--- src/rtl/boot_keyboard_report_event_decoder_assert.svh ---
// Assertion macros shared by the boot keyboard report decoder RTL.
// Included by modules that check their own logic; depends on nothing else.
`ifndef BOOT_KEYBOARD_REPORT_EVENT_DECODER_ASSERT_SVH
`define BOOT_KEYBOARD_REPORT_EVENT_DECODER_ASSERT_SVH

// Consequent must hold in the same cycle as the antecedent.
`define BKRD_ASSERT_NOW(label, clk, rst, ante, cons) \
  label: assert property (@(posedge clk) disable iff (rst) (ante) |-> (cons)) \
    else $error("bkrd: same-cycle check failed");

// Consequent must hold in the cycle after the antecedent.
`define BKRD_ASSERT_NEXT(label, clk, rst, ante, cons) \
  label: assert property (@(posedge clk) disable iff (rst) (ante) |=> (cons)) \
    else $error("bkrd: next-cycle check failed");

`endif

--- src/rtl/bkrd_pkg.sv ---
// Package for the boot keyboard report decoder: event kinds, result type
// and fixed report constants. Depends on nothing.
package bkrd_pkg;

  localparam int MIN_REPORT_BYTES = 8;
  localparam int INPUT_BYTES      = 9;
  localparam int MOD_BITS         = 8;

  typedef enum logic [1:0] {
    KIND_MODIFIER     = 2'd0,
    KIND_KEY          = 2'd1,
    KIND_UNRECOGNIZED = 2'd2
  } kind_t;

  typedef struct packed {
    kind_t      kind;
    logic [7:0] code;
    logic       pressed;
    logic       last;
  } event_t;

endpackage

--- src/rtl/bkrd_report_if.sv ---
// Handshake channel that carries one keyboard report transaction.
// Standalone; used by the decoder's input port.
interface bkrd_report_if;
  logic       valid;
  logic       ready;
  logic [7:0] report_length;
  logic [7:0] byte_0;
  logic [7:0] byte_1;
  logic [7:0] byte_2;
  logic [7:0] byte_3;
  logic [7:0] byte_4;
  logic [7:0] byte_5;
  logic [7:0] byte_6;
  logic [7:0] byte_7;
  logic [7:0] byte_8;

  modport source (
    output valid, report_length, byte_0, byte_1, byte_2, byte_3, byte_4,
           byte_5, byte_6, byte_7, byte_8,
    input  ready
  );
  modport sink (
    input  valid, report_length, byte_0, byte_1, byte_2, byte_3, byte_4,
           byte_5, byte_6, byte_7, byte_8,
    output ready
  );
endinterface

--- src/rtl/bkrd_event_if.sv ---
// Handshake channel that carries one key or modifier event transaction.
// Standalone; used by the decoder's output port.
interface bkrd_event_if;
  logic       valid;
  logic       ready;
  logic [1:0] event_kind;
  logic [7:0] event_code;
  logic       pressed;
  logic       last_event;

  modport source (
    output valid, event_kind, event_code, pressed, last_event,
    input  ready
  );
  modport sink (
    input  valid, event_kind, event_code, pressed, last_event,
    output ready
  );
endinterface

--- src/rtl/bkrd_cmd_fifo.sv ---
// Small command queue between the report front end and the event engine.
// Uses the assertion header; no package dependency.
`include "boot_keyboard_report_event_decoder_assert.svh"

module bkrd_cmd_fifo #(
  parameter int WIDTH = 57,
  parameter int DEPTH = 2
) (
  input  logic             clk,
  input  logic             rst,
  input  logic             push,
  input  logic [WIDTH-1:0] push_data,
  output logic             full,
  input  logic             pop,
  output logic             head_valid,
  output logic [WIDTH-1:0] head_data
);

  localparam int PTR_W = (DEPTH > 1) ? $clog2(DEPTH) : 1;
  localparam int CNT_W = $clog2(DEPTH + 1);

  logic [DEPTH-1:0][WIDTH-1:0] mem;
  logic [PTR_W-1:0]            wr_ptr;
  logic [PTR_W-1:0]            rd_ptr;
  logic [CNT_W-1:0]            count;

  assign full       = (count == CNT_W'(DEPTH));
  assign head_valid = (count != '0);
  assign head_data  = mem[rd_ptr];

  always_ff @(posedge clk) begin
    if (rst) begin
      wr_ptr <= '0;
      rd_ptr <= '0;
      count  <= '0;
    end else begin
      if (push) begin
        wr_ptr <= (wr_ptr == PTR_W'(DEPTH - 1)) ? '0 : wr_ptr + PTR_W'(1);
      end
      if (pop) begin
        rd_ptr <= (rd_ptr == PTR_W'(DEPTH - 1)) ? '0 : rd_ptr + PTR_W'(1);
      end
      if (push && !pop) begin
        count <= count + CNT_W'(1);
      end else if (pop && !push) begin
        count <= count - CNT_W'(1);
      end
    end
  end

  always_ff @(posedge clk) begin
    if (push) begin
      mem[wr_ptr] <= push_data;
    end
  end

  `BKRD_ASSERT_NOW(a_count_range, clk, rst, 1'b1, count <= CNT_W'(DEPTH))
  `BKRD_ASSERT_NOW(a_pop_nonempty, clk, rst, pop, count != '0)
  `BKRD_ASSERT_NOW(a_push_room, clk, rst, push && !pop, !full)

endmodule

--- src/rtl/bkrd_front.sv ---
// Front end: takes a report transaction, checks its length, finds the
// modifier byte and key slots, and registers the result as a command.
// Depends on bkrd_pkg and bkrd_report_if.
module bkrd_front #(
  parameter int KEY_SLOTS = 6
) (
  input  logic                      clk,
  input  logic                      rst,
  bkrd_report_if.sink               report,
  input  logic                      fifo_full,
  output logic                      push,
  output logic                      cmd_bad,
  output logic [7:0]                cmd_mods,
  output logic [KEY_SLOTS-1:0][7:0] cmd_keys
);

  logic                                     cmd_valid;
  logic [bkrd_pkg::INPUT_BYTES-1:0][7:0]    bytes_in;
  logic                                     short_report;
  logic                                     has_id;
  logic [7:0]                               mods_in;
  logic [KEY_SLOTS-1:0][7:0]                keys_in;
  logic [4:0]                               idx;

  assign bytes_in = {report.byte_8, report.byte_7, report.byte_6, report.byte_5,
                     report.byte_4, report.byte_3, report.byte_2, report.byte_1,
                     report.byte_0};

  assign push         = cmd_valid && !fifo_full;
  assign report.ready = !cmd_valid || !fifo_full;

  // A long report carries a report ID unless the reserved byte is nonzero.
  assign short_report = report.report_length < 8'(bkrd_pkg::MIN_REPORT_BYTES);
  assign has_id       = (report.report_length >= 8'(bkrd_pkg::INPUT_BYTES)) &&
                        (report.byte_2 == 8'd0);
  assign mods_in      = has_id ? report.byte_1 : report.byte_0;

  always_comb begin
    idx     = '0;
    keys_in = '0;
    for (int i = 0; i < KEY_SLOTS; i++) begin
      idx = 5'(i) + 5'd2 + {4'd0, has_id};
      if (idx < 5'(bkrd_pkg::INPUT_BYTES)) begin
        keys_in[i] = bytes_in[idx[3:0]];
      end
    end
  end

  always_ff @(posedge clk) begin
    if (rst) begin
      cmd_valid <= 1'b0;
    end else if (report.valid && report.ready) begin
      cmd_valid <= 1'b1;
    end else if (push) begin
      cmd_valid <= 1'b0;
    end
  end

  always_ff @(posedge clk) begin
    if (report.valid && report.ready) begin
      cmd_bad  <= short_report;
      cmd_mods <= mods_in;
      cmd_keys <= keys_in;
    end
  end

endmodule

--- src/rtl/bkrd_back.sv ---
// Event engine: holds the previous modifiers and key set, compares each
// queued command with them and sends one event per cycle unless stalled.
// Depends on bkrd_pkg, bkrd_event_if and the assertion header.
`include "boot_keyboard_report_event_decoder_assert.svh"

module bkrd_back #(
  parameter int KEY_SLOTS = 6
) (
  input  logic                      clk,
  input  logic                      rst,
  input  logic                      head_valid,
  input  logic                      head_bad,
  input  logic [7:0]                head_mods,
  input  logic [KEY_SLOTS-1:0][7:0] head_keys,
  output logic                      pop,
  bkrd_event_if.source              events
);

  logic                      active;
  logic                      active_next;
  logic                      bad;
  logic                      bad_next;
  logic [7:0]                prev_mods;
  logic [7:0]                prev_mods_next;
  logic [7:0]                mod_mask;
  logic [7:0]                mod_mask_next;
  logic [KEY_SLOTS-1:0][7:0] held;
  logic [KEY_SLOTS-1:0][7:0] held_next;
  logic [KEY_SLOTS-1:0][7:0] old_keys;
  logic [KEY_SLOTS-1:0][7:0] old_keys_next;
  logic [KEY_SLOTS-1:0]      down_mask;
  logic [KEY_SLOTS-1:0]      down_mask_next;
  logic [KEY_SLOTS-1:0]      up_mask;
  logic [KEY_SLOTS-1:0]      up_mask_next;
  logic                      out_valid;
  logic                      out_valid_next;
  bkrd_pkg::event_t          out_event;
  bkrd_pkg::event_t          out_event_next;

  logic                      advance;
  logic                      fire;
  logic                      fire_last;
  logic [KEY_SLOTS-1:0]      load_down;
  logic [KEY_SLOTS-1:0]      load_up;
  logic [2:0]                mod_bit;
  logic [7:0]                mod_rest;
  logic                      use_down;
  logic [KEY_SLOTS-1:0][7:0] sel_vals;
  logic [KEY_SLOTS-1:0]      sel_mask;
  logic [KEY_SLOTS-1:0]      win;
  logic [KEY_SLOTS-1:0]      sel_rest;
  logic [7:0]                sel_code;

  assign advance = !out_valid || events.ready;
  assign fire    = active && advance;

  assign events.valid      = out_valid;
  assign events.event_kind = out_event.kind;
  assign events.event_code = out_event.code;
  assign events.pressed    = out_event.pressed;
  assign events.last_event = out_event.last;

  // New keys are those absent from the held set; released keys are held
  // ones absent from the new report.
  always_comb begin
    for (int i = 0; i < KEY_SLOTS; i++) begin
      load_down[i] = (head_keys[i] != 8'd0);
      load_up[i]   = (held[i] != 8'd0);
      for (int j = 0; j < KEY_SLOTS; j++) begin
        if (held[j] == head_keys[i]) begin
          load_down[i] = 1'b0;
        end
        if (head_keys[j] == held[i]) begin
          load_up[i] = 1'b0;
        end
      end
    end
  end

  always_comb begin
    mod_bit = '0;
    for (int i = bkrd_pkg::MOD_BITS - 1; i >= 0; i--) begin
      if (mod_mask[i]) begin
        mod_bit = 3'(i);
      end
    end
    mod_rest = mod_mask & (mod_mask - 8'd1);
  end

  // Smallest pending usage wins; every slot with the same value is retired
  // with it, which removes duplicates.
  always_comb begin
    use_down = (down_mask != '0);
    sel_vals = use_down ? held : old_keys;
    sel_mask = use_down ? down_mask : up_mask;
    sel_code = '0;
    for (int i = 0; i < KEY_SLOTS; i++) begin
      win[i] = sel_mask[i];
      for (int j = 0; j < KEY_SLOTS; j++) begin
        if (sel_mask[j] && ((sel_vals[j] < sel_vals[i]) ||
            ((sel_vals[j] == sel_vals[i]) && (j < i)))) begin
          win[i] = 1'b0;
        end
      end
    end
    for (int i = 0; i < KEY_SLOTS; i++) begin
      if (win[i]) begin
        sel_code = sel_code | sel_vals[i];
      end
    end
    for (int i = 0; i < KEY_SLOTS; i++) begin
      sel_rest[i] = sel_mask[i] && (sel_vals[i] != sel_code);
    end
  end

  always_comb begin
    active_next    = active;
    bad_next       = bad;
    prev_mods_next = prev_mods;
    mod_mask_next  = mod_mask;
    held_next      = held;
    old_keys_next  = old_keys;
    down_mask_next = down_mask;
    up_mask_next   = up_mask;
    out_valid_next = out_valid && !events.ready;
    out_event_next = out_event;
    fire_last      = 1'b0;
    pop            = 1'b0;
    if (!active && head_valid) begin
      pop = 1'b1;
      if (head_bad) begin
        active_next = 1'b1;
        bad_next    = 1'b1;
      end else begin
        mod_mask_next  = head_mods ^ prev_mods;
        down_mask_next = load_down;
        up_mask_next   = load_up;
        prev_mods_next = head_mods;
        held_next      = head_keys;
        old_keys_next  = held;
        active_next    = ((head_mods ^ prev_mods) != 8'd0) || (load_down != '0) ||
                         (load_up != '0);
      end
    end else if (fire) begin
      out_valid_next = 1'b1;
      if (bad) begin
        fire_last              = 1'b1;
        bad_next               = 1'b0;
        out_event_next.kind    = bkrd_pkg::KIND_UNRECOGNIZED;
        out_event_next.code    = 8'd0;
        out_event_next.pressed = 1'b0;
      end else if (mod_mask != 8'd0) begin
        fire_last              = (mod_rest == 8'd0) && (down_mask == '0) &&
                                 (up_mask == '0);
        mod_mask_next          = mod_rest;
        out_event_next.kind    = bkrd_pkg::KIND_MODIFIER;
        out_event_next.code    = {5'd0, mod_bit};
        out_event_next.pressed = prev_mods[mod_bit];
      end else if (use_down) begin
        fire_last              = (sel_rest == '0) && (up_mask == '0);
        down_mask_next         = sel_rest;
        out_event_next.kind    = bkrd_pkg::KIND_KEY;
        out_event_next.code    = sel_code;
        out_event_next.pressed = 1'b1;
      end else begin
        fire_last              = (sel_rest == '0);
        up_mask_next           = sel_rest;
        out_event_next.kind    = bkrd_pkg::KIND_KEY;
        out_event_next.code    = sel_code;
        out_event_next.pressed = 1'b0;
      end
      out_event_next.last = fire_last;
      active_next         = !fire_last;
    end
  end

  always_ff @(posedge clk) begin
    if (rst) begin
      active    <= 1'b0;
      bad       <= 1'b0;
      prev_mods <= 8'd0;
      held      <= '0;
      mod_mask  <= 8'd0;
      down_mask <= '0;
      up_mask   <= '0;
      out_valid <= 1'b0;
    end else begin
      active    <= active_next;
      bad       <= bad_next;
      prev_mods <= prev_mods_next;
      held      <= held_next;
      mod_mask  <= mod_mask_next;
      down_mask <= down_mask_next;
      up_mask   <= up_mask_next;
      out_valid <= out_valid_next;
    end
  end

  always_ff @(posedge clk) begin
    old_keys  <= old_keys_next;
    out_event <= out_event_next;
  end

  `BKRD_ASSERT_NOW(a_unrec_last, clk, rst, out_valid && (out_event.kind == bkrd_pkg::KIND_UNRECOGNIZED), out_event.last && (out_event.code == 8'd0))
  `BKRD_ASSERT_NOW(a_active_has_work, clk, rst, active && !bad, (mod_mask != 8'd0) || (down_mask != '0) || (up_mask != '0))
  `BKRD_ASSERT_NEXT(a_mods_first, clk, rst, fire && !bad && (mod_mask != 8'd0), out_valid && (out_event.kind == bkrd_pkg::KIND_MODIFIER))
  `BKRD_ASSERT_NEXT(a_last_ends, clk, rst, fire && fire_last, !active)

endmodule

--- src/rtl/boot_keyboard_report_event_decoder.sv ---
// Top level of the boot keyboard report decoder: front end, command queue
// and event engine. Depends on bkrd_pkg, both channel interfaces and the
// bkrd_front, bkrd_cmd_fifo and bkrd_back modules.
//
//  Channel  Dir  Transaction                 Fields
//  report   in   one keyboard input report   report_length, byte_0 .. byte_8
//  events   out  one modifier or key event   event_kind, event_code, pressed,
//                                            last_event
//
// A report is held in the front register and then waits in a
// two-entry queue. The engine loads it and then sends one event per cycle
// while the output does not stall. An unchanged report sends no event.
// Reset (rst, synchronous) clears the modifiers, the held keys and the queue.
// An output stall holds the engine along with its output register, except
// that the next report may load once the last event of the current one waits.
module boot_keyboard_report_event_decoder #(
  parameter int KEY_SLOTS = 6
) (
  input  logic          clk,
  input  logic          rst,
  bkrd_report_if.sink   report,
  bkrd_event_if.source  events
);

  // One queued command: short-report flag, modifier byte and key slots.
  localparam int CMD_W      = 1 + 8 + 8 * KEY_SLOTS;
  localparam int QUEUE_DEPTH = 2;

  logic                      push;
  logic                      fifo_full;
  logic                      cmd_bad;
  logic [7:0]                cmd_mods;
  logic [KEY_SLOTS-1:0][7:0] cmd_keys;
  logic [CMD_W-1:0]          push_data;
  logic                      pop;
  logic                      head_valid;
  logic [CMD_W-1:0]          head_data;
  logic                      head_bad;
  logic [7:0]                head_mods;
  logic [KEY_SLOTS-1:0][7:0] head_keys;

  bkrd_front #(
    .KEY_SLOTS (KEY_SLOTS)
  ) u_front (
    .clk       (clk),
    .rst       (rst),
    .report    (report),
    .fifo_full (fifo_full),
    .push      (push),
    .cmd_bad   (cmd_bad),
    .cmd_mods  (cmd_mods),
    .cmd_keys  (cmd_keys)
  );

  assign push_data = {cmd_bad, cmd_mods, cmd_keys};

  bkrd_cmd_fifo #(
    .WIDTH (CMD_W),
    .DEPTH (QUEUE_DEPTH)
  ) u_queue (
    .clk        (clk),
    .rst        (rst),
    .push       (push),
    .push_data  (push_data),
    .full       (fifo_full),
    .pop        (pop),
    .head_valid (head_valid),
    .head_data  (head_data)
  );

  assign {head_bad, head_mods, head_keys} = head_data;

  bkrd_back #(
    .KEY_SLOTS (KEY_SLOTS)
  ) u_back (
    .clk        (clk),
    .rst        (rst),
    .head_valid (head_valid),
    .head_bad   (head_bad),
    .head_mods  (head_mods),
    .head_keys  (head_keys),
    .pop        (pop),
    .events     (events)
  );

endmodule
--- src/flat_wrapper.sv ---
// flat-port wrapper written by rule: the top's interface ports become plain ports
module boot_keyboard_report_event_decoder_flat 
#(
  parameter int KEY_SLOTS = 6
)
  (clk, rst, report_valid, report_report_length, report_byte_0, report_byte_1, report_byte_2, report_byte_3, report_byte_4, report_byte_5, report_byte_6, report_byte_7, report_byte_8, report_ready, events_valid, events_event_kind, events_event_code, events_pressed, events_last_event, events_ready);
  bkrd_report_if report_i ();
  bkrd_event_if events_i ();
  input  logic clk;
  input  logic rst;
  input wire logic [$bits(report_i.valid)-1:0] report_valid;
  input wire logic [$bits(report_i.report_length)-1:0] report_report_length;
  input wire logic [$bits(report_i.byte_0)-1:0] report_byte_0;
  input wire logic [$bits(report_i.byte_1)-1:0] report_byte_1;
  input wire logic [$bits(report_i.byte_2)-1:0] report_byte_2;
  input wire logic [$bits(report_i.byte_3)-1:0] report_byte_3;
  input wire logic [$bits(report_i.byte_4)-1:0] report_byte_4;
  input wire logic [$bits(report_i.byte_5)-1:0] report_byte_5;
  input wire logic [$bits(report_i.byte_6)-1:0] report_byte_6;
  input wire logic [$bits(report_i.byte_7)-1:0] report_byte_7;
  input wire logic [$bits(report_i.byte_8)-1:0] report_byte_8;
  output wire logic [$bits(report_i.ready)-1:0] report_ready;
  output wire logic [$bits(events_i.valid)-1:0] events_valid;
  output wire logic [$bits(events_i.event_kind)-1:0] events_event_kind;
  output wire logic [$bits(events_i.event_code)-1:0] events_event_code;
  output wire logic [$bits(events_i.pressed)-1:0] events_pressed;
  output wire logic [$bits(events_i.last_event)-1:0] events_last_event;
  input wire logic [$bits(events_i.ready)-1:0] events_ready;
  assign report_i.valid = report_valid;
  assign report_i.report_length = report_report_length;
  assign report_i.byte_0 = report_byte_0;
  assign report_i.byte_1 = report_byte_1;
  assign report_i.byte_2 = report_byte_2;
  assign report_i.byte_3 = report_byte_3;
  assign report_i.byte_4 = report_byte_4;
  assign report_i.byte_5 = report_byte_5;
  assign report_i.byte_6 = report_byte_6;
  assign report_i.byte_7 = report_byte_7;
  assign report_i.byte_8 = report_byte_8;
  assign report_ready = report_i.ready;
  assign events_valid = events_i.valid;
  assign events_event_kind = events_i.event_kind;
  assign events_event_code = events_i.event_code;
  assign events_pressed = events_i.pressed;
  assign events_last_event = events_i.last_event;
  assign events_i.ready = events_ready;
  boot_keyboard_report_event_decoder #(.KEY_SLOTS(KEY_SLOTS)) u_core (.clk(clk), .rst(rst), .report(report_i), .events(events_i));
endmodule
--- config.mk ---
export PLATFORM = sky130hd
export DESIGN_NAME = boot_keyboard_report_event_decoder_flat
export DESIGN_NICKNAME = d
export VERILOG_FILES = /design/src/rtl/bkrd_pkg.sv /design/src/rtl/bkrd_report_if.sv /design/src/rtl/bkrd_event_if.sv /design/src/rtl/bkrd_cmd_fifo.sv /design/src/rtl/bkrd_front.sv /design/src/rtl/bkrd_back.sv /design/src/rtl/boot_keyboard_report_event_decoder.sv /design/src/flat_wrapper.sv
export VERILOG_INCLUDE_DIRS = /design/src /design/src/rtl
export SDC_FILE = /design/constraint.sdc
export NUM_CORES = 1
export LEC_CHECK = 0
export BUFFER_PORTS_ARGS = -buffer_cell sky130_fd_sc_hd__clkbuf_2
export CORE_MARGIN = 8
export CORE_UTILIZATION = 42
export DETAILED_ROUTE_END_ITERATION = 7
export PLACE_DENSITY = 0.64
export SYNTH_ARGS = -nofsm -noshare
export SYNTH_HDL_FRONTEND = slang
export SYNTH_HIERARCHICAL = 1
export SYNTH_SLANG_ARGS = --single-unit
--- constraint.sdc ---
create_clock -name clk -period 5.9 [get_ports clk]
set_clock_uncertainty 0.2 [all_clocks]
set_input_delay 0.295 -clock clk [delete_from_list [all_inputs] [get_ports clk]]
set_output_delay 0.295 -clock clk [all_outputs]
set_load 0.05 [all_outputs]
==> reports/results.ini <==
[status]
status = finished clean

[cts]
clock_latency_ns = 0.54
cts_inserted_buffers = 35
clkTransAtPathRegs_ns = 0.06
cts_num_sinks = 315
cts_max_level = 2
cts_buffer_depth = 3
cts_root_buf = clkbuf_16
cts_tree = done

[synthesis]
synth-seq-cells = 315
postSynthAreaPerCell_um2 = 10.2
ys_seq_area_share_pct = 41.9
synth_common_cells = 231 x edfxtp_1, 214 x nand2_1, 207 x xor2_1
synth.most_common_cell = edfxtp_1
synth_edf_count = 231
synthArstFlopShare_pct = 0
syn_area_um2 = 20600
yosys.cell_types.count = 90
ys.flop_type = edfxtp_1
synth_area_leaders = edfxtp_1 34%, xor2_1 8.8%, dfxtp_1 8.2%
synth_nets = 2215
synth_top_area_share_pct = 33.7
synth_top_area_cell = edfxtp_1
synth_warnings = 6
netlist_instances = 2013

[worst_setup_path]
worstReg2RegStart = u_core/u_back/down_mask[4]
r2r_slack_ns = 0.007
critPathRequiredTime_ns = 6.05
cp-end-kind = register
startpoint_type = register
cp_max_fo = 11
critPathKind = register to register
reg2reg_to = u_core/u_back/active
reg2reg_depth = 21
arrival_ns = 6.04

[cells_and_area]
fillCellCount = 4239
layout-drive-gt1-share_pct = 25.7
final_nets = 2571
instances_no_fill = 3018
antenna_cells = 0
area_growth_pct = 25.7

[timing]
final.min_clock_period_ns = 5.89
tightestPinTransition_ns = 1.18
finalSetupViolCount = 0
fin_crit_sh_pct = 99.9
fmax_mhz = 170
hold_viol_final = 0
finalMaxSlewViolations = 0
rsz0062_at_grt = true
holdWs_ns = 0.0619
fin_setup_tns_ns = 0
slew_headroom_pct = 21.3

[placement]
place.gp.congestion = 1.03
dp_hpwl_mm = 55.2
port_buffers = 97
dpl.cell_count = 2843

[worst_hold_path]
min_from = report_report_length[5]
hold-path-endpoint = u_core/u_front/cmd_bad
hold_class = input port to register
min_path_cells = 3

[floorplanning]
fp-row-count = 81
initial_core_util_pct = 42.3
die_h_um = 237
design.core.area_um2 = 48600
design.die.area_um2 = 56300
io_pins = 98
chipWidth_um = 237

[route]
final_antenna_net_count = 0
first_iter_violations = 1710
drt_wl_total_mm = 74.1
drc = 0
drtPass1Iterations = 5
vias = 17400
routed_via_density = 5.75
wl_per_cell_um = 24.5

[flow_run]
cap_violations = 0

[global_route]
gr-total-overflow = 0
grt_pass1_wl_mm = 111
grt_max_degree = 85
grt_pass1_vias = 17400
grt_usage_pct = 25.6
antenna_found_initial = 0

==> sequential cells by signal (all words and copies together) (netlist names), 2 cells and up <==
| register | cells |
|---|---|
| u_core/u_back/old_keys | 48 |
| u_core/u_back/held | 48 |
| u_core/u_queue/mem | 114 |
| u_core/u_back/events.event_kind | 2 |
| u_core/u_back/prev_mods | 8 |
| u_core/u_queue/count | 2 |
| u_core/u_back/events.event_code | 8 |
| u_core/u_back/down_mask | 6 |
| u_core/u_front/cmd_mods | 8 |
| u_core/u_back/up_mask | 6 |
| u_core/u_back/mod_mask | 8 |
| u_core/u_front/cmd_keys | 48 |
==> per-layer routing <==
layer	global-route usage [%]	routed length (um)	vias up
met2	41.7	33800	823
met3	3.46	5230	181
met1	33.1	30800	8354
met4	13.2	4190	0
li1	-	-	7992
met5	0	0	-
==> layout make-up <==
cell class | count | area (um^2) | share of cell area (%)
Inverter | 59 | 226 | 0.875
Timing Repair Buffer | 467 | 3620 | 14.0
Tap cell | 622 | 778 | 3.01
Clock buffer | 45 | 955 | 3.69
Multi-Input combinational cell | 1491 | 11500 | 44.4
Sequential cell | 315 | 8620 | 33.3
Clock inverter | 19 | 178 | 0.687
==> through the flow <==
stage	utilization [%]	setup WS, ns	area (um^2)
floorplan	-	0.00964	20600
global placement	47.8	-0.318	23200
CTS	52.5	0.00582	25500
finish	53.2	0.00689	25900
global route	53.2	-0.158	25900
detailed placement	47.8	-0.363	23200
==> worst max-delay path, stage by stage (launching register included) <==
cell      delay (ns)
dfxtp_1         0.31
or4_4           0.56
nor2_4          0.20
buf_12          0.18
buf_4           0.14
mux2i_1         0.28
inv_2           0.11
ha_1            0.30
and3_1          0.21
a221o_1         0.36
a22oi_2         0.17
a221o_1         0.17
nand3b_4        0.19
o22a_1          0.21
o221ai_4        0.13
or3_4           0.41
xor2_1          0.15
nand4_1         0.14
o41a_1          0.45
or4b_4          0.53
o31ai_4         0.22
a221oi_2        0.10
==> cell families after synthesis <==
kind of cell / share of synthesized area (%)
AND/OR/NAND/NOR: 14.0
XOR/XNOR: 14.4
AO/OA/AOI/OAI: 9.96
flip-flops: 41.9
buffers and inverters: 4.25
multiplexers: 8.35
adder cells (fa/ha/maj): 7.18
==> cell usage in the layout, fill, tap and decap left out, types with 17 or more instances in the layout <==
cell / Yosys / routed
a21o_1: 20 / 20
a21oi_1: 116 / 112
buf_4: 6 / 265
clkbuf_16: 0 / 36
clkbuf_2: 0 / 97
dfxtp_1: 84 / 83
dlygate4sd3_1: 0 / 96
edfxtp_1: 231 / 231
ha_1: 118 / 117
inv_1: 58 / 49
mux2_2: 71 / 71
mux2_4: 22 / 22
mux2i_1: 43 / 30
nand2_1: 214 / 214
nand3_1: 18 / 17
nand4_1: 55 / 55
nor2_1: 96 / 94
nor3_1: 20 / 17
nor4_1: 78 / 78
o21ai_0: 55 / 49
xnor2_1: 129 / 127
xor2_1: 207 / 207
==> how the worst max path moves through the flow <==
stage,startpoint,to,slack [ns],cells after the start
after CTS,u_core/u_back/down_mask[4],u_core/u_back/active,0.006,22
final,u_core/u_back/down_mask[4],u_core/u_back/active,0.007,21
after detailed placement,u_core/u_back/down_mask[4],u_core/u_back/active,-0.36,21
after global placement,u_core/u_back/down_mask[4],u_core/u_back/active,-0.32,24
after floorplan,u_core/u_back/down_mask[4],u_core/u_back/active,0.01,25
after global routing,u_core/u_back/down_mask[4],u_core/u_back/active,-0.16,22
==> timing repair <==
action	4_1_cts	5_1_grt
endpoints found under the setup margin	7	8
pin swaps	4	11
hold buffers	96	0
resized for setup	27	56
hold endpoints to repair	59	0
gates cloned	1	0
setup buffers	5	9
Power is left out: the tool's default activity adds up to more than one toggle a clock period on the data nets, which glitch-free logic cannot reach.
